[src/pamsd_pkg.sv]
// shared types and constants of the potentiometer averaging drive block
// no dependencies; used by every module of the block
`default_nettype none

package pamsd_pkg;

  localparam int unsigned WINDOW_LEN_DEF = 10;
  localparam int unsigned SAMPLE_W       = 10;
  localparam int unsigned PROD_W         = 18;
  localparam int unsigned SPEED_SCALE    = 198;
  localparam int unsigned ANGLE_SCALE    = 180;
  localparam int unsigned ADC_FULL       = 1023;
  localparam int unsigned SPEED_MID      = 99;
  localparam int unsigned ANGLE_MID      = 90;
  localparam int unsigned CFG_IDX_W      = 2;
  localparam int unsigned CFG_DATA_W     = 16;
  localparam logic [15:0] PULSE_MAX      = 16'hFFFF;

  typedef enum logic [CFG_IDX_W-1:0] {
    REG_MOTOR_GAIN   = 2'd0,
    REG_SERVO_OFFSET = 2'd1,
    REG_SERVO_GAIN   = 2'd2
  } pamsd_reg_e;

  typedef enum logic [1:0] {
    LANE_IDLE,
    LANE_UPDATE,
    LANE_DIVIDE,
    LANE_DONE
  } pamsd_lane_e;

  typedef struct packed {
    logic [SAMPLE_W-1:0] speed_sample;
    logic [SAMPLE_W-1:0] angle_sample;
  } pamsd_in_t;

  typedef struct packed {
    logic signed [7:0] speed_setting;
    logic [6:0]        abs_speed;
    logic signed [7:0] angle_setting;
    logic [7:0]        abs_angle;
    logic              bridge_in1;
    logic              bridge_in2;
    logic [15:0]       motor_pulse;
    logic [15:0]       servo_pulse;
  } pamsd_out_t;

  typedef struct packed {
    logic [9:0]  motor_gain;
    logic [15:0] servo_offset;
    logic [9:0]  servo_gain;
  } pamsd_cfg_t;

  typedef struct packed {
    logic                done;
    logic [SAMPLE_W-1:0] avg;
  } pamsd_lane_stat_t;

endpackage

`default_nettype wire

[src/pot_averaging_motor_servo_drive.sv]
// Two-channel potentiometer averaging with motor and servo drive outputs.
// Input channel: in_valid_i / in_stall_o carry one beat with a speed and an
// angle sample. Output channel: out_valid_o / out_stall_i carry one result
// beat per input beat. Registers are written through cfg_valid_i /
// cfg_ready_o with cfg_index_i and cfg_data_i; cfg_ready_o is always high
// and writes are expected only while the block is idle.
// Each sample pair runs through two averaging lanes side by side (window
// update, then a reciprocal-multiply divide) and then a three-stage merge.
// out_valid_o rises after the two lanes, the merge and the output register.
// One item is in flight at a time; in_stall_o drops as it leaves the merge.
// A finished result sits in the output register, and the next input beat is
// taken while it waits; a further result is held in the merge stage, with
// the input stalled, until the receiver drops out_stall_i.
// Reset clears the windows (via per-entry valid bits), sums, write slot,
// config and the busy and valid flags; no clearing pass is needed.
`default_nettype none

module pot_averaging_motor_servo_drive #(
  parameter int unsigned WINDOW_LEN = pamsd_pkg::WINDOW_LEN_DEF
) (
  input  wire logic                                clk_i,
  input  wire logic                                rst_ni,
  input  wire logic                                in_valid_i,
  output logic                                     in_stall_o,
  input  wire pamsd_pkg::pamsd_in_t                in_data_i,
  output logic                                     out_valid_o,
  input  wire logic                                out_stall_i,
  output pamsd_pkg::pamsd_out_t                    out_data_o,
  input  wire logic                                cfg_valid_i,
  output logic                                     cfg_ready_o,
  input  wire logic [pamsd_pkg::CFG_IDX_W-1:0]     cfg_index_i,
  input  wire logic [pamsd_pkg::CFG_DATA_W-1:0]    cfg_data_i
);

  localparam int unsigned SLOT_W = (WINDOW_LEN > 1) ? $clog2(WINDOW_LEN) : 1;

  logic                        busy_q;
  logic                        in_fire, take;
  logic [SLOT_W-1:0]           slot_q;
  pamsd_pkg::pamsd_cfg_t       cfg_q;
  pamsd_pkg::pamsd_lane_stat_t speed_stat, angle_stat;
  logic                        res_valid;
  pamsd_pkg::pamsd_out_t       res;
  logic                        out_valid_q;
  pamsd_pkg::pamsd_out_t       out_data_q;

  assign cfg_ready_o = 1'b1;
  assign in_stall_o  = busy_q;
  assign in_fire     = in_valid_i && !busy_q;
  assign take        = res_valid && (!out_valid_q || !out_stall_i);

  always_ff @(posedge clk_i or negedge rst_ni) begin
    if (!rst_ni) begin
      cfg_q <= '0;
    end else if (cfg_valid_i) begin
      unique case (cfg_index_i)
        pamsd_pkg::REG_MOTOR_GAIN:   cfg_q.motor_gain   <= cfg_data_i[9:0];
        pamsd_pkg::REG_SERVO_OFFSET: cfg_q.servo_offset <= cfg_data_i;
        pamsd_pkg::REG_SERVO_GAIN:   cfg_q.servo_gain   <= cfg_data_i[9:0];
        default: ;
      endcase
    end
  end

  always_ff @(posedge clk_i or negedge rst_ni) begin
    if (!rst_ni) begin
      busy_q      <= 1'b0;
      slot_q      <= '0;
      out_valid_q <= 1'b0;
    end else begin
      if (in_fire) begin
        busy_q <= 1'b1;
        slot_q <= (slot_q == SLOT_W'(WINDOW_LEN - 1)) ? '0 : slot_q + 1'b1;
      end else if (take) begin
        busy_q <= 1'b0;
      end
      if (take) begin
        out_valid_q <= 1'b1;
      end else if (!out_stall_i) begin
        out_valid_q <= 1'b0;
      end
    end
  end

  always_ff @(posedge clk_i) begin
    if (take) out_data_q <= res;
  end

  pamsd_lane #(
    .WINDOW_LEN (WINDOW_LEN)
  ) u_speed_lane (
    .clk_i    (clk_i),
    .rst_ni   (rst_ni),
    .start_i  (in_fire),
    .sample_i (in_data_i.speed_sample),
    .slot_i   (slot_q),
    .stat_o   (speed_stat)
  );

  pamsd_lane #(
    .WINDOW_LEN (WINDOW_LEN)
  ) u_angle_lane (
    .clk_i    (clk_i),
    .rst_ni   (rst_ni),
    .start_i  (in_fire),
    .sample_i (in_data_i.angle_sample),
    .slot_i   (slot_q),
    .stat_o   (angle_stat)
  );

  pamsd_merge u_merge (
    .clk_i        (clk_i),
    .rst_ni       (rst_ni),
    .speed_stat_i (speed_stat),
    .angle_stat_i (angle_stat),
    .cfg_i        (cfg_q),
    .take_i       (take),
    .res_valid_o  (res_valid),
    .res_o        (res)
  );

  assign out_valid_o = out_valid_q;
  assign out_data_o  = out_data_q;

endmodule

`default_nettype wire

[src/pamsd_lane.sv]
// one averaging lane: sliding window memory, running sum and a division by
// the window length through a reciprocal multiply; uses pamsd_pkg
`default_nettype none

module pamsd_lane #(
  parameter int unsigned WINDOW_LEN = pamsd_pkg::WINDOW_LEN_DEF
) (
  input  wire logic                            clk_i,
  input  wire logic                            rst_ni,
  input  wire logic                            start_i,
  input  wire logic [pamsd_pkg::SAMPLE_W-1:0]  sample_i,
  input  wire logic [(WINDOW_LEN > 1 ? $clog2(WINDOW_LEN) : 1)-1:0] slot_i,
  output pamsd_pkg::pamsd_lane_stat_t          stat_o
);

  localparam int unsigned SLOT_W  = (WINDOW_LEN > 1) ? $clog2(WINDOW_LEN) : 1;
  localparam int unsigned SUM_W   = $clog2(WINDOW_LEN * pamsd_pkg::ADC_FULL + 1);
  localparam int unsigned SHIFT   = SUM_W + $clog2(WINDOW_LEN);
  localparam int unsigned RECIP_W = SHIFT + 1;
  localparam int unsigned MUL_W   = SUM_W + RECIP_W;
  localparam int unsigned SW      = pamsd_pkg::SAMPLE_W;
  // ceil(2^SHIFT / WINDOW_LEN) gives the exact floor for every sum below 2^SUM_W
  localparam logic [RECIP_W-1:0] RECIP =
    RECIP_W'(((64'd1 << SHIFT) + 64'(WINDOW_LEN) - 64'd1) / 64'(WINDOW_LEN));

  pamsd_pkg::pamsd_lane_e state_q, state_d;

  logic [SW-1:0]         win_mem [WINDOW_LEN];
  logic [WINDOW_LEN-1:0] valid_q;
  logic [SW-1:0]         rd_q;
  logic [SW-1:0]         sample_q;
  logic [SLOT_W-1:0]     slot_q;
  logic [SUM_W-1:0]      sum_q, sum_d;
  logic [MUL_W-1:0]      prod;
  logic [SW-1:0]         avg_q;
  logic [SW-1:0]         old_val;

  always_comb begin
    state_d = state_q;
    unique case (state_q)
      pamsd_pkg::LANE_IDLE: begin
        if (start_i) state_d = pamsd_pkg::LANE_UPDATE;
      end
      pamsd_pkg::LANE_UPDATE: begin
        state_d = pamsd_pkg::LANE_DIVIDE;
      end
      pamsd_pkg::LANE_DIVIDE: begin
        state_d = pamsd_pkg::LANE_DONE;
      end
      pamsd_pkg::LANE_DONE: begin
        state_d = pamsd_pkg::LANE_IDLE;
      end
    endcase
  end

  // slots never written since reset count as zero
  assign old_val = valid_q[slot_q] ? rd_q : '0;
  assign sum_d   = sum_q - SUM_W'(old_val) + SUM_W'(sample_q);

  // floor(sum / WINDOW_LEN) is the top part of sum times the reciprocal
  assign prod = MUL_W'(sum_q) * MUL_W'(RECIP);

  always_ff @(posedge clk_i or negedge rst_ni) begin
    if (!rst_ni) begin
      state_q <= pamsd_pkg::LANE_IDLE;
      valid_q <= '0;
      sum_q   <= '0;
    end else begin
      state_q <= state_d;
      if (state_q == pamsd_pkg::LANE_UPDATE) begin
        sum_q           <= sum_d;
        valid_q[slot_q] <= 1'b1;
      end
    end
  end

  always_ff @(posedge clk_i) begin
    if (start_i && state_q == pamsd_pkg::LANE_IDLE) begin
      rd_q <= win_mem[slot_i];
    end
    if (state_q == pamsd_pkg::LANE_UPDATE) begin
      win_mem[slot_q] <= sample_q;
    end
  end

  always_ff @(posedge clk_i) begin
    if (start_i && state_q == pamsd_pkg::LANE_IDLE) begin
      sample_q <= sample_i;
      slot_q   <= slot_i;
    end
    if (state_q == pamsd_pkg::LANE_DIVIDE) begin
      avg_q <= prod[SHIFT +: SW];
    end
  end

  // the average never exceeds a full-scale sample
  assign stat_o.done = (state_q == pamsd_pkg::LANE_DONE);
  assign stat_o.avg  = avg_q;

endmodule

`default_nettype wire

[src/pamsd_merge.sv]
// merging stage: scales both lane averages, derives direction bits and
// computes the saturated pulse widths; uses pamsd_pkg
`default_nettype none

module pamsd_merge (
  input  wire logic                        clk_i,
  input  wire logic                        rst_ni,
  input  wire pamsd_pkg::pamsd_lane_stat_t speed_stat_i,
  input  wire pamsd_pkg::pamsd_lane_stat_t angle_stat_i,
  input  wire pamsd_pkg::pamsd_cfg_t       cfg_i,
  input  wire logic                        take_i,
  output logic                             res_valid_o,
  output pamsd_pkg::pamsd_out_t            res_o
);

  localparam int unsigned PW = pamsd_pkg::PROD_W;

  // floor(p / 1023) for p below 256*1023: p>>10 plus a single correction
  function automatic logic [7:0] div_full(input logic [PW-1:0] p);
    logic [7:0]  q0;
    logic [10:0] r;
    q0 = p[PW-1:10];
    r  = 11'(p[9:0]) + 11'(q0);
    return q0 + 8'(r >= 11'(pamsd_pkg::ADC_FULL));
  endfunction

  logic              s1_valid_q, s2_valid_q, s3_valid_q;
  logic [PW-1:0]     sprod_q, aprod_q;
  logic [7:0]        sscaled, ascaled;
  logic signed [7:0] speed_setting_q, angle_setting_q;
  logic [6:0]        abs_speed_q;
  logic [7:0]        abs_angle_q;
  logic              neg_q, pos_q;
  logic [16:0]       mprod_q;
  logic [17:0]       vprod_q;
  logic [17:0]       servo_sum;

  always_ff @(posedge clk_i or negedge rst_ni) begin
    if (!rst_ni) begin
      s1_valid_q <= 1'b0;
      s2_valid_q <= 1'b0;
      s3_valid_q <= 1'b0;
    end else begin
      s1_valid_q <= speed_stat_i.done && angle_stat_i.done;
      s2_valid_q <= s1_valid_q;
      if (s2_valid_q) begin
        s3_valid_q <= 1'b1;
      end else if (take_i) begin
        s3_valid_q <= 1'b0;
      end
    end
  end

  assign sscaled = div_full(sprod_q);
  assign ascaled = div_full(aprod_q);

  always_ff @(posedge clk_i) begin
    if (speed_stat_i.done && angle_stat_i.done) begin
      sprod_q <= PW'(speed_stat_i.avg) * PW'(pamsd_pkg::SPEED_SCALE);
      aprod_q <= PW'(angle_stat_i.avg) * PW'(pamsd_pkg::ANGLE_SCALE);
    end
    if (s1_valid_q) begin
      speed_setting_q <= $signed(sscaled - 8'(pamsd_pkg::SPEED_MID));
      neg_q           <= (sscaled < 8'(pamsd_pkg::SPEED_MID));
      pos_q           <= (sscaled > 8'(pamsd_pkg::SPEED_MID));
      abs_speed_q     <= (sscaled < 8'(pamsd_pkg::SPEED_MID))
                         ? 7'(8'(pamsd_pkg::SPEED_MID) - sscaled)
                         : 7'(sscaled - 8'(pamsd_pkg::SPEED_MID));
      abs_angle_q     <= ascaled;
      angle_setting_q <= $signed(ascaled - 8'(pamsd_pkg::ANGLE_MID));
    end
    if (s2_valid_q) begin
      mprod_q <= 17'(cfg_i.motor_gain) * 17'(abs_speed_q);
      vprod_q <= 18'(cfg_i.servo_gain) * 18'(abs_angle_q);
    end
  end

  // offset plus largest product still fits in 18 bits
  assign servo_sum = 18'(cfg_i.servo_offset) + vprod_q;

  assign res_valid_o         = s3_valid_q;
  assign res_o.speed_setting = speed_setting_q;
  assign res_o.abs_speed     = abs_speed_q;
  assign res_o.angle_setting = angle_setting_q;
  assign res_o.abs_angle     = abs_angle_q;
  assign res_o.bridge_in1    = neg_q;
  assign res_o.bridge_in2    = pos_q;
  assign res_o.motor_pulse   = (mprod_q[16]) ? pamsd_pkg::PULSE_MAX : mprod_q[15:0];
  assign res_o.servo_pulse   = (servo_sum[17:16] != 2'b00) ? pamsd_pkg::PULSE_MAX
                                                            : servo_sum[15:0];

endmodule

`default_nettype wire

[config.mk]
export PLATFORM = sky130hd
export DESIGN_NAME = pot_averaging_motor_servo_drive
export DESIGN_NICKNAME = d
export VERILOG_FILES = /design/src/pamsd_pkg.sv /design/src/pot_averaging_motor_servo_drive.sv /design/src/pamsd_lane.sv /design/src/pamsd_merge.sv
export SDC_FILE = /design/constraint.sdc
export NUM_CORES = 2
export LEC_CHECK = 0
export ABC_AREA = 1
export BUFFER_PORTS_ARGS = -buffer_cell sky130_fd_sc_hd__buf_2
export CAP_MARGIN = 20
export CORE_AREA = 4 4 275 277
export CTS_CLUSTER_DIAMETER = 150
export DETAILED_ROUTE_END_ITERATION = 16
export DIE_AREA = 0 0 279 281
export GPL_TIMING_DRIVEN = 0
export PLACE_DENSITY_LB_ADDON = 0.05
export SLEW_MARGIN = 40
export SYNTH_ARGS = -nofsm -noshare
export SYNTH_HDL_FRONTEND = slang
export SYNTH_SLANG_ARGS = --single-unit
[constraint.sdc]
create_clock -name clk_i -period 6.4 [get_ports clk_i]
set_input_delay 0.64 -clock clk_i [delete_from_list [all_inputs] [get_ports clk_i]]
set_output_delay 0.64 -clock clk_i [all_outputs]
set_load 0.01 [all_outputs]
Word level (Yosys, flattened, before mapping). Memories as Yosys holds them, arrays and structs flattened. A register that Yosys moved wholly into a read port is not among the register bits. Cells that the tools add are included. Widths: inputs -> output; s select.

Output and inout port bits: 68. RAM bits: 200. Input port bits: 43. Memories kept: 2. Logic and storage cells: 126. Register bits after elaboration: 311.

Memory list: u_angle_lane.win_mem (depth 10, bits a word 10, read ports 1, clocked after memory_dff 1, write ports 1, line pamsd_lane.sv:28) `logic [SW-1:0] win_mem [WINDOW_LEN];`; u_speed_lane.win_mem (depth 10, bits a word 10, read ports 1, clocked after memory_dff 1, write ports 1, line pamsd_lane.sv:28).

Magnitude comparators: 8. Eq/ne operators: 12. Reductions and logical operators: 20. Bitwise logic cells: 2. Multiplexer cells: 24. Multipliers: 6. Add/sub/neg operators: 13.

Operators with widths (count): $mul 14x15->28 const B (2); $add 14x10->14 (2); $sub 14x10->14 (2); $add 10x8->11 (2); $ge 11x10->1 const B (2); $mux 10 (2); $or 10x10->10 (2); $add 16x18->18 (1); $mul 10x8->18 (1); $mul 10x7->17 (1); $mul 10x7->17 const B (1); $add 8x1->8 (2); $mul 10x6->16 const B (1); $pmux 2 s4 (2); $sub 8x7->8 const B (2); $mux 1 (13); $eq 2x2->1 const B (5); $lt 4x5->1 const B (2); $bmux 1 s4 (2); $demux 1 s4 (2); $ge 4x1->1 const B (2); $gt 8x7->1 const B (1); $lt 8x7->1 const B (1); $logic_and 1x1->1 (7); 13 further kinds (25).

Depth between registers and ports, before layout.
Depth after elaboration: 5. Gate-level depth with buffers: 25.

Cells and area by module. From an unflattened synthesis, not the netlist that was laid out.

Cell total of the unflattened synthesis: 4324. Area, all modules: 39340.2 µm².

Modules (own cells, without submodules): pamsd_merge (times used 1, area an instance 13062.5 µm², cells each 1598, seq. area each 3047.9 µm²); pamsd_lane (u_speed_lane) (times used 1, area an instance 11335.9 µm², cells each 1248, seq. area each 4674.5 µm²); pamsd_lane (u_angle_lane) (times used 1, area an instance 11249.5 µm², cells each 1238, seq. area each 4674.5 µm²); pot_averaging_motor_servo_drive (times used 1, area an instance 3692.3 µm², cells each 240, seq. area each 3002.9 µm²).

Worst setup path before layout. Ideal clock, no wire load.

Kind: flip-flop to flip-flop. Start point: register u_angle_lane.sum_q[12]. End point: register u_angle_lane.avg_q[2], data pin. Data arrival time: 4589 ps. Period minus slack after synthesis: 4841 ps. Path slack: 1559 ps. Buffers on the path: 0. Cell stages (with the launch flop): 22. Library setup time: 252 ps. Path through: dfrtp_1 inv_1 ha_1 inv_1 fa_1 fa_1 inv_1 fa_1 inv_1 fa_1 inv_1 fa_1 inv_1 ha_1 nand2_1 inv_1 a21oi_1 nor2_1 nor3b_1 nand2_1 nand2_1 nand2_1.

Longest elaborated chain between the ends: 1.

Ends and longest elaborated chain: start, declared (line pamsd_lane.sv:33) `logic [SUM_W-1:0] sum_q, sum_d;`; start signal, assigned (line pamsd_lane.sv:71) `sum_q <= sum_d;`; $mul 14x15->28 (line pamsd_lane.sv:61) `assign prod = MUL_W'(sum_q) * MUL_W'(RECIP);`; named net u_angle_lane.prod[20] (line pamsd_lane.sv:34) `logic [MUL_W-1:0] prod;`; end signal, assigned (line pamsd_lane.sv:92) `avg_q <= prod[SHIFT +: SW];`; end, declared (line pamsd_lane.sv:35) `logic [SW-1:0] avg_q;`.

The timed path passes the listed nets, and every way through them passes these cells. A chain may end at the register's enable or synchronous reset.

Worst setup path in the final report. Same ends and word-level chain as after synthesis.

==> out/results.ini <==
[yosys]
ys_warn_count = 0
synth-compound-area-share = 0.0652
seq_area_frac_synth = 0.398
ys_async_sr_fraction = 0.184
synth_seq_cells = 527
syn_area_per_cell_um2 = 9.46
synth_top_family_by_area = adder cells
synthXorXnorAreaFrac = 0.0220
synthAdderAreaFrac = 0.266
synth_mux_area_frac = 0.00175
synth-edff-count = 430
yosys-top-cells-area = edfxtp_1 33%, ha_1 14%, fa_1 13%
synth_nets = 4788
synth_cell_types = 54
syn-instance-count = 4076
synthSimpleGateAreaFrac = 0.155
synthDominantCellAreaShare = 0.335
synth_largest_area_cell = edfxtp_1
synth_top_flop_cell = edfxtp_1
synthesis.area_um2 = 38600

[timing]
post-route-period-util = 0.821
slew_viol_final = 0
rsz0062_at_grt = no
min_period_ps = 5250
finalClockSkew_ps = 54.3
tns_ps = 0
setup_violations = 0
worstMarginPinSlew_ps = 784
final_hold_viol_count = 0
relSlewSlack = 0.477
timing.fmax_mhz = 190

[place]
io_buffers = 109
dpl.hpwl_um = 67300
gp_congestion = 0.891

[floorplanning]
die_h_um = 281
die_w_um = 279
core-area_um2 = 72800
num_rows = 99
die_area_um2 = 78400
start_util = 0.529
io_pins = 111

[job]
drv_cap = 0

[worst_setup_path]
r2r_slack_ps = 1150
end_kind = register
rr_startpoint = u_angle_lane.sum_q[12]
worstPathRequired_ps = 6780
cp-startpoint = u_angle_lane.sum_q[12]
worst-path-max-fanout = 5
arrival_ps = 5640
path_class = register to register
startpoint_type = register

[layout]
nets = 4964
areaGrowthSynthToFinish_pct = 10.3
final_layout_size_suffix_gt1_frac = 0.0800
n_antenna_cell = 0

[drt]
drc_errors = 0
wl_per_cell_um = 16.3
drt_wl_total_um = 85700
drt_iter0_drc = 1688
viasPerCell = 5.16
vias = 27122
ant_nets = 0
firstDrtPassIters = 6

[clock_tree]
clockRootBuffer = clkbuf_16
ctsLongestPathBuffers = 3
post_cts_buffers = 0
cts.sinks = 527
cts_resized = 0
clk_pin_slew_worst_paths_ps = 60
insertion_delay_ps = 650
holdBufCountCts = 1
cts_tree = yes
numCtsBuffers = 58
htreeDepth = 2

[global_route]
grt.total_usage = 0.221
antenna_found_initial = 0
overflow = 0
grt_pass1_vias = 26690
grt_pass1_wl_um = 140000
grt_start_max_net_pins = 58

[min_path]
hp-class = input port to register
hp-start = in_data_i[12]

[run_status]
status = finished, final reports clean

==> layer usage <==
metal	part of all wire	vias to the layer above	track usage
met5	0	-	0
met4	0.022	0	0.0506
met3	0.047	104	0.0255
met2	0.47	571	0.369
met1	0.46	12945	0.314
li1	-	13502	-
==> cell usage after synthesis, types with 10 or more instances <==
| cell | instances |
|---|---|
| o21ai_0 | 187 |
| nand4_1 | 48 |
| edfxtp_1 | 430 |
| xor2_1 | 56 |
| nor2_1 | 276 |
| ha_1 | 417 |
| or2_2 | 26 |
| buf_2 | 19 |
| nand3_1 | 195 |
| inv_2 | 10 |
| nand3b_1 | 10 |
| nor3_1 | 20 |
| nand3_2 | 15 |
| o21bai_1 | 22 |
| a21oi_1 | 141 |
| fa_1 | 252 |
| o311ai_0 | 23 |
| xnor2_1 | 37 |
| dfrtp_1 | 97 |
| a22oi_1 | 22 |
| nand2_1 | 784 |
| clkbuf_1 | 59 |
| inv_1 | 835 |
| a21o_1 | 13 |
==> state kept, by name (all words and copies together), names as in the netlist, 14 cells and up <==
register              count
u_speed_lane.win_mem    100
u_merge.aprod_q          16
u_angle_lane.win_mem    100
u_merge.mprod_q          17
out_data_o               63
cfg_q                    36
u_merge.vprod_q          18
u_speed_lane.sum_q       14
u_merge.sprod_q          17
u_angle_lane.sum_q       14
==> worst max-delay path: stages, from the launching register on <==
cell and delay, ps:
dfrtp_1 440, inv_1 90, ha_1 310, inv_1 180
fa_1 470, fa_1 520, inv_1 60, fa_1 530
inv_1 50, fa_1 510, inv_1 60, fa_1 500
inv_1 40, ha_1 310, nand2_1 140, inv_1 50
a21oi_1 200, nor2_1 60, nor3b_1 260, nand2_1 80
nand2_1 70, nand2_1 70
==> area by class of cell <==
type	instances	area (µm²)
fill	6510	30300
multi-input combinational	2616	19700
sequential	527	15300
inverter	847	3180
clock buffer	70	1510
tap	959	1200
timing repair buffer	116	681
clock inverter	39	519
buffer	86	385
==> logic make-up after synthesis <==
kind of cell | after synthesis
AND/OR/NAND/NOR | 1402
XOR/XNOR | 95
adder cells (fa/ha/maj) | 669
flip-flops | 527
multiplexers | 6
AO/OA/AOI/OAI | 443
buffers and inverters | 933
other | 1
==> stage by stage <==
| step | utilization | instance area, µm² | worst slack [ps] | hold WS (ps) | cells |
|---|---|---|---|---|---|
| 2_1_floorplan | - | 38600 | 1560 | 344 | 4076 |
| 3_3_place_gp | 0.553 | 40300 | 417 | 402 | 5144 |
| 3_5_place_dp | 0.556 | 40500 | 1140 | 405 | 5150 |
| 4_1_cts | 0.584 | 42500 | 1110 | 109 | 5260 |
| 5_1_grt | 0.584 | 42500 | 723 | 120 | 5260 |
| 6_report | 0.584 | 42500 | 1150 | 148 | 5260 |
==> cell usage in the layout (no fill, tap or decap), types with 26 or more instances in the layout <==
cell / count
a21oi_1: 140
buf_2: 127
clkbuf_1: 70
clkbuf_16: 58
dfrtp_1: 95
edfxtp_1: 430
fa_1: 252
ha_1: 417
inv_1: 834
nand2_1: 784
nand3_1: 195
nand4_1: 48
nor2_1: 254
nor2_2: 26
o21ai_0: 187
or2_2: 26
xnor2_1: 37
xor2_1: 56
==> worst paths after layout <==
| kind | depth (start not counted) | to |
|---|---|---|
| hold reg to reg | 0 | out_data_o[45] |
| hold / removal | 1 | u_speed_lane.sample_q[2] |
| max in group asynchronous | 3 | u_angle_lane.sum_q[2] |
| setup / recovery | 21 | u_angle_lane.avg_q[2] |
| min in group asynchronous | 2 | u_merge.s1_valid_q |
| setup reg to reg | 21 | u_angle_lane.avg_q[2] |
Power is left out: the tool's default activity adds up to more than one toggle a clock period on the data nets, which glitch-free logic cannot reach.
